### config.mk
export PLATFORM = sky130hd
export DESIGN_NAME = ultrasonic_echo_ranger
export DESIGN_NICKNAME = d
export VERILOG_FILES = /design/src/hw/rtl/uer_pkg.sv /design/src/hw/rtl/uer_core.sv /design/src/hw/rtl/uer_skid.sv /design/src/hw/rtl/ultrasonic_echo_ranger.sv
export SDC_FILE = /design/constraint.sdc
export NUM_CORES = 1
export LEC_CHECK = 0
export BUFFER_PORTS_ARGS = -buffer_cell sky130_fd_sc_hd__buf_2
export CAP_MARGIN = 30
export CORE_MARGIN = 5
export CORE_UTILIZATION = 40
export CTS_CLUSTER_SIZE = 20
export DETAILED_ROUTE_END_ITERATION = 7
export HOLD_SLACK_MARGIN = 0.12
export SLEW_MARGIN = 20
export SYNTH_ARGS = -nofsm -noshare
export SYNTH_HDL_FRONTEND = slang
export SYNTH_SLANG_ARGS = --single-unit
### constraint.sdc
create_clock -name clk -period 4.8 [get_ports clk]
set_input_delay 0.24 -clock clk [delete_from_list [all_inputs] [get_ports clk]]
set_output_delay 0.24 -clock clk [all_outputs]
set_load 0.005 [all_outputs]
### src/hw/rtl/uer_pkg.sv
`timescale 1ns / 1ps
`default_nettype none
// ----------------------------------------------------------------------------
// uer_pkg: shared types and constants of the ultrasonic echo ranger
// Phase and status codes, register indexes, reset values and the result item.
// ----------------------------------------------------------------------------
package uer_pkg;

    // Default counter width
    localparam int COUNT_WIDTH_DEF = 16;

    // Register widths and the configuration port
    localparam int TRIG_W    = 10;
    localparam int TIMEOUT_W = 16;
    localparam int CFG_IDX_W = 2;
    localparam int CFG_DAT_W = 16;

    // Register indexes
    localparam logic [CFG_IDX_W-1:0] REG_TRIGGER_TICKS = 2'd0;
    localparam logic [CFG_IDX_W-1:0] REG_RISE_TIMEOUT  = 2'd1;
    localparam logic [CFG_IDX_W-1:0] REG_HIGH_TIMEOUT  = 2'd2;

    // Register reset values
    localparam logic [TRIG_W-1:0]    TRIGGER_TICKS_RST = 10'd20;
    localparam logic [TIMEOUT_W-1:0] RISE_TIMEOUT_RST  = 16'd10000;
    localparam logic [TIMEOUT_W-1:0] HIGH_TIMEOUT_RST  = 16'd60000;

    // Distance scaling: 1114/65536 cm per tick, result in Q8 centimetres
    localparam int SCALE_W    = 11;
    localparam int SCALE_Q16  = 1114;
    localparam int DIST_W     = 18;
    localparam int DIST_MAX   = 261119;
    localparam int DIST_SHIFT = 8;

    // Stream payload widths
    localparam int IN_DATA_W  = 8;
    localparam int OUT_DATA_W = 24;

    typedef enum logic [1:0] {
        PH_IDLE = 2'd0,
        PH_TRIG = 2'd1,
        PH_WAIT = 2'd2,
        PH_HIGH = 2'd3
    } phase_t;

    typedef enum logic [1:0] {
        ST_OK       = 2'd0,
        ST_RANGE    = 2'd1,
        ST_NO_ECHO  = 2'd2
    } status_t;

    // Configuration register set
    typedef struct packed {
        logic [TRIG_W-1:0]    trigger_ticks;
        logic [TIMEOUT_W-1:0] rise_timeout;
        logic [TIMEOUT_W-1:0] high_timeout;
    } cfg_t;

    // One result item
    typedef struct packed {
        logic [DIST_W-1:0] distance_q8;
        logic [1:0]        status;
        logic              done_res;
        logic              busy_res;
        logic              trigger_level;
    } result_t;

endpackage
`default_nettype wire

### src/hw/rtl/uer_core.sv
`timescale 1ns / 1ps
`default_nettype none
// ----------------------------------------------------------------------------
// uer_core: ranging state machine
// Advances phase and tick counter on each accepted tick and forms its result.
// ----------------------------------------------------------------------------
module uer_core #(
    parameter int COUNT_WIDTH = uer_pkg::COUNT_WIDTH_DEF
) (
    input  wire logic             clk,
    input  wire logic             rst_n,
    input  wire uer_pkg::cfg_t    cfg,
    input  wire logic             take,
    input  wire logic             start_req,
    input  wire logic             echo_level,
    output uer_pkg::result_t      res
);

    localparam int CMP_W  = (COUNT_WIDTH > uer_pkg::TIMEOUT_W) ? COUNT_WIDTH
                                                                : uer_pkg::TIMEOUT_W;
    localparam int PROD_W = COUNT_WIDTH + uer_pkg::SCALE_W;
    localparam int SC_W   = (PROD_W - uer_pkg::DIST_SHIFT > uer_pkg::DIST_W)
                            ? PROD_W - uer_pkg::DIST_SHIFT : uer_pkg::DIST_W;
    localparam logic [COUNT_WIDTH-1:0] CNT_MAX = {COUNT_WIDTH{1'b1}};
    localparam logic [COUNT_WIDTH-1:0] CNT_ONE = COUNT_WIDTH'(1);

    uer_pkg::phase_t          phase_reg, phase_next;
    logic [COUNT_WIDTH-1:0]   count_reg, count_next;

    logic [COUNT_WIDTH-1:0]   bumped;
    logic                     at_max;
    logic [CMP_W-1:0]         bumped_x;
    logic [CMP_W-1:0]         trig_x;
    logic [CMP_W-1:0]         rise_x;
    logic [CMP_W-1:0]         high_x;
    logic [PROD_W-1:0]        prod;
    logic [SC_W-1:0]          scaled;
    logic [uer_pkg::DIST_W-1:0] dist_sat;

    // Saturating increment of the tick counter
    always_comb
    begin
        bumped   = (count_reg == CNT_MAX) ? CNT_MAX : count_reg + CNT_ONE;
        at_max   = (bumped == CNT_MAX);
        bumped_x = CMP_W'(bumped);
        trig_x   = CMP_W'(cfg.trigger_ticks);
        rise_x   = CMP_W'(cfg.rise_timeout);
        high_x   = CMP_W'(cfg.high_timeout);
    end

    // Echo high time to Q8 centimetres, saturated
    always_comb
    begin
        prod     = PROD_W'(count_reg) * PROD_W'(uer_pkg::SCALE_Q16);
        scaled   = SC_W'(prod >> uer_pkg::DIST_SHIFT);
        dist_sat = (scaled > SC_W'(uer_pkg::DIST_MAX)) ? uer_pkg::DIST_W'(uer_pkg::DIST_MAX)
                                                       : scaled[uer_pkg::DIST_W-1:0];
    end

    // Next state and result of this tick
    always_comb
    begin
        phase_next        = phase_reg;
        count_next        = count_reg;
        res.trigger_level = 1'b0;
        res.busy_res      = 1'b0;
        res.done_res      = 1'b0;
        res.status        = uer_pkg::ST_OK;
        res.distance_q8   = '0;
        unique case (phase_reg)
            uer_pkg::PH_IDLE:
            begin
                if (start_req)
                begin
                    res.trigger_level = 1'b1;
                    res.busy_res      = 1'b1;
                    // a trigger length of one or less ends on this tick
                    if (cfg.trigger_ticks <= uer_pkg::TRIG_W'(1))
                    begin
                        phase_next = uer_pkg::PH_WAIT;
                        count_next = '0;
                    end
                    else
                    begin
                        phase_next = uer_pkg::PH_TRIG;
                        count_next = CNT_ONE;
                    end
                end
            end
            uer_pkg::PH_TRIG:
            begin
                res.trigger_level = 1'b1;
                res.busy_res      = 1'b1;
                if (bumped_x >= trig_x || at_max)
                begin
                    phase_next = uer_pkg::PH_WAIT;
                    count_next = '0;
                end
                else
                begin
                    count_next = bumped;
                end
            end
            uer_pkg::PH_WAIT:
            begin
                if (echo_level)
                begin
                    if (cfg.high_timeout <= uer_pkg::TIMEOUT_W'(1))
                    begin
                        res.done_res = 1'b1;
                        res.status   = uer_pkg::ST_RANGE;
                        phase_next   = uer_pkg::PH_IDLE;
                        count_next   = '0;
                    end
                    else
                    begin
                        res.busy_res = 1'b1;
                        phase_next   = uer_pkg::PH_HIGH;
                        count_next   = CNT_ONE;
                    end
                end
                else if (bumped_x > rise_x || at_max)
                begin
                    res.done_res = 1'b1;
                    res.status   = uer_pkg::ST_NO_ECHO;
                    phase_next   = uer_pkg::PH_IDLE;
                    count_next   = '0;
                end
                else
                begin
                    res.busy_res = 1'b1;
                    count_next   = bumped;
                end
            end
            uer_pkg::PH_HIGH:
            begin
                if (echo_level)
                begin
                    if (bumped_x >= high_x || at_max)
                    begin
                        res.done_res = 1'b1;
                        res.status   = uer_pkg::ST_RANGE;
                        phase_next   = uer_pkg::PH_IDLE;
                        count_next   = '0;
                    end
                    else
                    begin
                        res.busy_res = 1'b1;
                        count_next   = bumped;
                    end
                end
                else
                begin
                    res.done_res    = 1'b1;
                    res.status      = uer_pkg::ST_OK;
                    res.distance_q8 = dist_sat;
                    phase_next      = uer_pkg::PH_IDLE;
                    count_next      = '0;
                end
            end
            default:
            begin
                phase_next = uer_pkg::PH_IDLE;
                count_next = '0;
            end
        endcase
    end

    // State registers, advanced only on an accepted tick
    always_ff @(posedge clk or negedge rst_n)
    begin
        if (!rst_n)
        begin
            phase_reg <= uer_pkg::PH_IDLE;
            count_reg <= '0;
        end
        else if (take)
        begin
            phase_reg <= phase_next;
            count_reg <= count_next;
        end
    end

endmodule
`default_nettype wire

### src/hw/rtl/uer_skid.sv
`timescale 1ns / 1ps
`default_nettype none
// ----------------------------------------------------------------------------
// uer_skid: two-entry result buffer
// Registers each result item and holds one more while the receiver stalls.
// ----------------------------------------------------------------------------
module uer_skid (
    input  wire logic             clk,
    input  wire logic             rst_n,
    input  wire logic             in_valid,
    output logic                  in_ready,
    input  wire uer_pkg::result_t in_data,
    output logic                  out_valid,
    input  wire logic             out_ready,
    output uer_pkg::result_t      out_data
);

    logic             main_valid_reg, main_valid_next;
    logic             skid_valid_reg, skid_valid_next;
    uer_pkg::result_t main_data_reg, main_data_next;
    uer_pkg::result_t skid_data_reg, skid_data_next;
    logic             push;
    logic             pop;

    assign in_ready  = !skid_valid_reg;
    assign out_valid = main_valid_reg;
    assign out_data  = main_data_reg;
    assign push      = in_valid && in_ready;
    assign pop       = main_valid_reg && out_ready;

    // Buffer next state
    always_comb
    begin
        main_valid_next = main_valid_reg;
        skid_valid_next = skid_valid_reg;
        main_data_next  = main_data_reg;
        skid_data_next  = skid_data_reg;
        if (skid_valid_reg)
        begin
            // held item moves up once the head is taken
            if (pop)
            begin
                main_data_next  = skid_data_reg;
                skid_valid_next = 1'b0;
            end
        end
        else if (push)
        begin
            if (!main_valid_reg || pop)
            begin
                main_data_next  = in_data;
                main_valid_next = 1'b1;
            end
            else
            begin
                skid_data_next  = in_data;
                skid_valid_next = 1'b1;
            end
        end
        else if (pop)
        begin
            main_valid_next = 1'b0;
        end
    end

    // Control flags
    always_ff @(posedge clk or negedge rst_n)
    begin
        if (!rst_n)
        begin
            main_valid_reg <= 1'b0;
            skid_valid_reg <= 1'b0;
        end
        else
        begin
            main_valid_reg <= main_valid_next;
            skid_valid_reg <= skid_valid_next;
        end
    end

    // Payload
    always_ff @(posedge clk)
    begin
        main_data_reg <= main_data_next;
        skid_data_reg <= skid_data_next;
    end

endmodule
`default_nettype wire

### src/hw/rtl/ultrasonic_echo_ranger.sv
`timescale 1ns / 1ps
`default_nettype none
// ----------------------------------------------------------------------------
// ultrasonic_echo_ranger: time-of-flight ranging controller
// Drives the trigger pulse, times the echo and reports distance or an error.
// ----------------------------------------------------------------------------
// Usage:
//   Each item on s_axis is one microsecond tick carrying start_req and the
//   sampled echo level. Each accepted tick yields exactly one item on m_axis:
//   trigger level, busy, done, status and the distance in Q8 centimetres.
//   Ticks should be fed without gaps for accurate timing; the block counts
//   items, not clock cycles.
//   Throughput: one tick per cycle while s_axis_tready is high. Each result
//   item is registered in the buffer before it is valid on m_axis; the
//   distance multiply by 1114 sits between the counter and that buffer.
//   Stall: results go into a two-entry buffer; s_axis_tready stays high while
//   the receiver stalls for one item and drops when both entries are full.
//   Configuration: cfg_we writes register cfg_index (0 trigger_ticks,
//   1 rise_timeout, 2 high_timeout) with cfg_data; write only while idle.
//   Reset: rst_n clears the phase to idle, the counter to zero, empties the
//   buffer and loads the register defaults (20, 10000, 60000).
// ----------------------------------------------------------------------------
module ultrasonic_echo_ranger #(
    parameter int COUNT_WIDTH = uer_pkg::COUNT_WIDTH_DEF
) (
    input  wire logic                            clk,
    input  wire logic                            rst_n,
    // bit 0 start_req, bit 1 echo_level
    input  wire logic [uer_pkg::IN_DATA_W-1:0]   s_axis_tdata,
    input  wire logic                            s_axis_tvalid,
    output logic                                 s_axis_tready,
    // bit 0 trigger_level, bit 1 busy_res, bit 2 done_res, bits 4:3 status,
    // bits 22:5 distance_q8
    output logic [uer_pkg::OUT_DATA_W-1:0]       m_axis_tdata,
    output logic                                 m_axis_tvalid,
    input  wire logic                            m_axis_tready,
    input  wire logic                            cfg_we,
    input  wire logic [uer_pkg::CFG_IDX_W-1:0]   cfg_index,
    input  wire logic [uer_pkg::CFG_DAT_W-1:0]   cfg_data
);

    uer_pkg::cfg_t    cfg_reg;
    uer_pkg::result_t core_res;
    uer_pkg::result_t out_res;
    logic             take;

    assign take = s_axis_tvalid && s_axis_tready;

    // Configuration registers
    always_ff @(posedge clk or negedge rst_n)
    begin
        if (!rst_n)
        begin
            cfg_reg.trigger_ticks <= uer_pkg::TRIGGER_TICKS_RST;
            cfg_reg.rise_timeout  <= uer_pkg::RISE_TIMEOUT_RST;
            cfg_reg.high_timeout  <= uer_pkg::HIGH_TIMEOUT_RST;
        end
        else if (cfg_we)
        begin
            unique case (cfg_index)
                uer_pkg::REG_TRIGGER_TICKS:
                    cfg_reg.trigger_ticks <= cfg_data[uer_pkg::TRIG_W-1:0];
                uer_pkg::REG_RISE_TIMEOUT:
                    cfg_reg.rise_timeout  <= cfg_data[uer_pkg::TIMEOUT_W-1:0];
                uer_pkg::REG_HIGH_TIMEOUT:
                    cfg_reg.high_timeout  <= cfg_data[uer_pkg::TIMEOUT_W-1:0];
                default:
                begin
                end
            endcase
        end
    end

    // Ranging state machine
    uer_core #(
        .COUNT_WIDTH (COUNT_WIDTH)
    ) u_core (
        .clk        (clk),
        .rst_n      (rst_n),
        .cfg        (cfg_reg),
        .take       (take),
        .start_req  (s_axis_tdata[0]),
        .echo_level (s_axis_tdata[1]),
        .res        (core_res)
    );

    // Result register and stall buffer
    uer_skid u_skid (
        .clk       (clk),
        .rst_n     (rst_n),
        .in_valid  (s_axis_tvalid),
        .in_ready  (s_axis_tready),
        .in_data   (core_res),
        .out_valid (m_axis_tvalid),
        .out_ready (m_axis_tready),
        .out_data  (out_res)
    );

    // Pack the result item, low field first
    assign m_axis_tdata = {1'b0, out_res.distance_q8, out_res.status, out_res.done_res,
                           out_res.busy_res, out_res.trigger_level};

endmodule
`default_nettype wire
# Word-level counts from Yosys, hierarchy flattened
# Cells that the tools add are included.
# word_totals
elab_cells	107
in_bits	31
reg_bits	108
output_inout_bits	26
# classes
n_addsub	1
eq_ne	13
mul	1
reduce_logical	21
order_cmp	6
bitwise_logic	2
muxes	46
# ops
op	count
$mux W16	7
$mux W23	4
$pmux W16 S4	1
$mux W18	3
$eq A16 B16 Y1 const B	2
$mul A16 B10 Y26 const B	1
$mux W2	12
$gt A19 B18 Y1 const B	1
$add A16 B1 Y16 const B	1
$ge A16 B10 Y1	1
$ge A16 B16 Y1	1
$gt A16 B16 Y1	1
$le A16 B1 Y1 const B	1
$mux W1	13
$le A10 B1 Y1 const B	1
$reduce_and A3 Y1	3
$pmux W2 S4	1
$reduce_and A2 Y1	4
$eq A2 B2 Y1 const B	3
$ne A3 B2 Y1 const B	2
$pmux W3 S2	1
$reduce_bool A2 Y1	3
$reduce_and A5 Y1	1
$eq A2 B1 Y1 const B	2
other kinds (11)	20

# Longest topological paths before layout
# depth
depth_word	10
depth_mapped	19
ltp_nobuf	18

# By module
# A second synthesis with hierarchy kept.
# unflattened
cells_unflattened	915
area_unflattened_um2	9328.9
# modules_own_cells
mod	seq_area_each_um2	area_per_inst_um2	cells_each	instances
uer_core	450.4	5755.5	738	1
uer_skid	1431.4	1853.0	84	1
ultrasonic_echo_ranger	1068.5	1720.4	93	1

# Worst setup path after synthesis
# OpenSTA, ideal clock, no wires.
# synth_timing
path_kind	register to register
start	register u_core.count_reg[7]
end	register u_skid.main_data_reg (netlist bit u_skid.out_data[10]) (data pin)
synth_period_minus_slack_ns	5.153
arrival_time_ns	4.879
setup_slack_ns	-0.353
t_required_ns	4.526
path_buffers	2
stages_incl_launch_ff	20
setup_time_ns	0.274
cell_sequence	dfrtp_1 > ha_1 > ha_1 > inv_1 > fa_1 > inv_1 > fa_1 > inv_1 > fa_1 > inv_1 > ha_1 > and3_1 > a32oi_1 > and3_1 > o21ai_1 > a31o_2 > a21oi_1 > clkbuf_1 > buf_1 > a31oi_1
# synth_lines
item	line	source
start, declared	uer_core.sv:28	logic [COUNT_WIDTH-1:0] count_reg, count_next;
start signal, assigned	uer_core.sv:180	count_reg <= count_next;
end signal, assigned	uer_skid.sv:84	main_data_reg <= main_data_next;
end, declared	uer_skid.sv:20	uer_pkg::result_t main_data_reg, main_data_next;

==> qor.yml <==
crit_path_end_kind: "flip-flop"
antenna_found_initial: 0
ys_ff_latch: 108
busiest_layer: "met2"
drt_iter0_drc: 316
layout_common_cells: "inv_1, buf_4, ha_1"
firstDrtPassIters: 4
grt_setup_unrepaired: "yes"
grt_usage_pct: 17.24
fillers: 1922
wl_per_cell_um: 16.72
synth_edf_count: 46
p_per_area_nw_per_um2: 312.2
crit_fanout: 8
period_needed_ns: 4.954
route.detailed.drc: 0
synth_top_area_cell: "ha_1"
htree_num_levels: 3
final_nets: 1201
path_cells: "ha_4 > ha_4 > inv_2 > fa_1 > inv_1 > fa_1 > inv_1 > fa_1 > inv_2 > ha_4 > a21oi_1 > o21a_2 > o31ai_2 > a21oi_2 > xor2_1 > nand4bb_1 > or4_4 > buf_8 > a31oi_1"
die_area_sq_um: 25010
clk_pin_slew_ns: 0.09
synthTopCellsByArea: "ha_1, edfxtp_1, dfrtp_1"
die_h_um: 158.1
clock_path_buffers: 2
core.rowCount: 54
arrival_ns: 5.17
p_leak_nw: 5.299
path_class: "reg2reg"
setup-violations-final: 22
num_vias: 6862
netSwitchingPower_w: 0.001308
routed_wl_um: 21620
use_met3_pct: 2.433
place_ws_ns: -0.3433
p_clk_share_pct: 23.0
syn_area_sq_um: 8777
insertedDiodeCount: 0
yosysTopAreaCellShare_pct: 18.39
violations: "setup timing"
viasPerCell: 5.307
ant_nets: 0
p_int_w: 0.002233
tightest_slew_ns: 0.8977
grtUsageMet1_pct: 23.88
tns_ns: -2.375
core-area_sq_um: 21690
grt_pass1_wl_um: 34690
layout-drive-gt1-share_pct: 34.35
cts_tree: "built"
startpoint_type: "flip-flop"
synth_cells: 856
start_util_pct: 40.47
mostFrequentLayoutCell: "inv_1"
critical-path-max-stage-delay_ns: 0.60
largest_reg_flops: 42
ir_drop_uv: 189.4
critPathSlowestCell: "or4_4"
relSlewSlack_pct: 39.97
fp.dieW_um: 158.1
ys.flop_type: "dfrtp_1"
final.setup.worst_slack_ns: -0.1536
hold_class: "in2reg"
post_synth.cell_area_avg_sq_um: 10.25
grt_max_degree: 63
grtUsageMet2_pct: 28.96
cts-root-buf: "clkbuf_16"
yosysSeqAreaShare_pct: 33.61
finalHoldViolCount: 0
synth-async-reset-ratio_pct: 57.41
clock_skew_ns: 0.01464
hpwl_um: 16180
area_growth_pct: 29.22
max_freq_ghz: 0.2019
power_frac_comb_pct: 38.9
fin_crit_sh_pct: 103.2
cts.sinks: 108
place_congestion: 0.8478
utilization_pct: 52.30
cap_violations: 0
grt_pass1_vias: 6773
status: "finished with violations"
io_pins: 57
synthDistinctLibCells: 74
pwr-share-seq_pct: 38.1
yosys_warnings: 0
swShare_pct: 36.93
critPathRequiredTime_ns: 5.02
drv_slew: 0
cts_buffers: 9
insertion_delay_ns: 0.37
port_buffers: 49
synth_nets: 1049
grt_overflow: 0
==> layer usage <==
layer	wire length, um	vias up
met3	871	25
met1	10060	3297
met4	280	0
li1	-	3390
met5	0	-
met2	10410	150
==> synth_stat cells (5+ instances only) <==
cell type  count
o21a_1         6
a211oi_1       7
xnor2_1       25
dfstp_2       14
a21o_1        14
a22o_1        14
nand3_1       12
nand2_1       63
nand2b_1       9
inv_1        106
nor3_1        15
o31ai_1        8
o21ai_0       29
a21boi_0       5
nor2_1        30
a21oi_1       46
edfxtp_1      46
a31oi_1       21
clkbuf_1      20
ha_1         129
o211ai_1       7
nand4_1        9
fa_1          33
xor2_1         8
dfrtp_1       48
and4_1         6
mux2_2        39
nor4_1         6
and3_1         8
==> worst max-delay path, delay by kind of cell (launching register included) <==
family / cells / cell delay (ns)
adder cells (fa/ha/maj): 6 / 2.22
XOR/XNOR: 1 / 0.16
flip-flops: 1 / 0.45
AND/OR/NAND/NOR: 2 / 0.84
buffers and inverters: 5 / 0.37
AO/OA/AOI/OAI: 5 / 0.76
==> worst paths after layout <==
kind,from,end,slack (ns),cells after the start
max reg2reg,u_core.count_reg[7],u_skid.out_data[13],-0.15,19
min in group asynchronous,rst_n,cfg_reg[18],0.58,3
min,cfg_data[7],cfg_reg[39],0.13,3
max,u_core.count_reg[7],u_skid.out_data[13],-0.15,19
min reg2reg,cfg_reg[23],cfg_reg[23],0.51,1
max in group asynchronous,rst_n,u_core.count_reg[12],3.62,3
==> repair_timing <==
item	in CTS	in global routing
hold buffers	14	0
pin swaps	39	30
cloned	1	0
gates resized for setup	56	60
endpoints found under the setup margin	32	30
hold endpoints to repair	65	0
buffers inserted	9	8
==> cells by family after synthesis <==
family / Yosys count / share of synthesized area (%)
compound gates: 191 / 14.91
simple gates: 185 / 10.86
buf+inv: 133 / 5.887
other cells: 1 / 0.04272
flops: 108 / 33.61
fa+ha+maj: 162 / 25.92
xor+xnor: 33 / 3.293
mux: 43 / 5.474
==> cell type report <==
type	count	area, sq um	share of cell area, %
multi-input combinational	615	6070	53.51
clock buffer	10	250.2	2.206
inverter	106	397.9	3.508
sequential	108	2963	26.12
timing repair buffer	168	1250	11.02
clock inverter	6	61.31	0.5405
tap	280	350.3	3.089
==> per-stage QoR <==
step	hold WS, ns	cell area (sq um)	power [W]	instances
floorplan	-0.05559	8871	0.002191	856
global placement	0.4694	10010	0.002638	1245
detailed placement	0.4677	10010	0.002669	1245
CTS	0.1204	10910	0.003524	1285
global route	0.1228	11340	0.003786	1293
finish	0.1255	11340	0.003541	1293
==> power groups by stage <==
| stage | registers, W | clock network [W] | logic (W) |
|---|---|---|---|
| after CTS | 0.00135 | 0.000830 | 0.00135 |
| after floorplan | 0.00135 | 0 | 0.000845 |
| after detailed placement | 0.00137 | 0 | 0.00130 |
| final | 0.00135 | 0.000814 | 0.00138 |
| after global routing | 0.00137 | 0.000862 | 0.00155 |
| after global placement | 0.00136 | 0 | 0.00128 |
No activity file was read; power rests on OpenSTA's default activity.
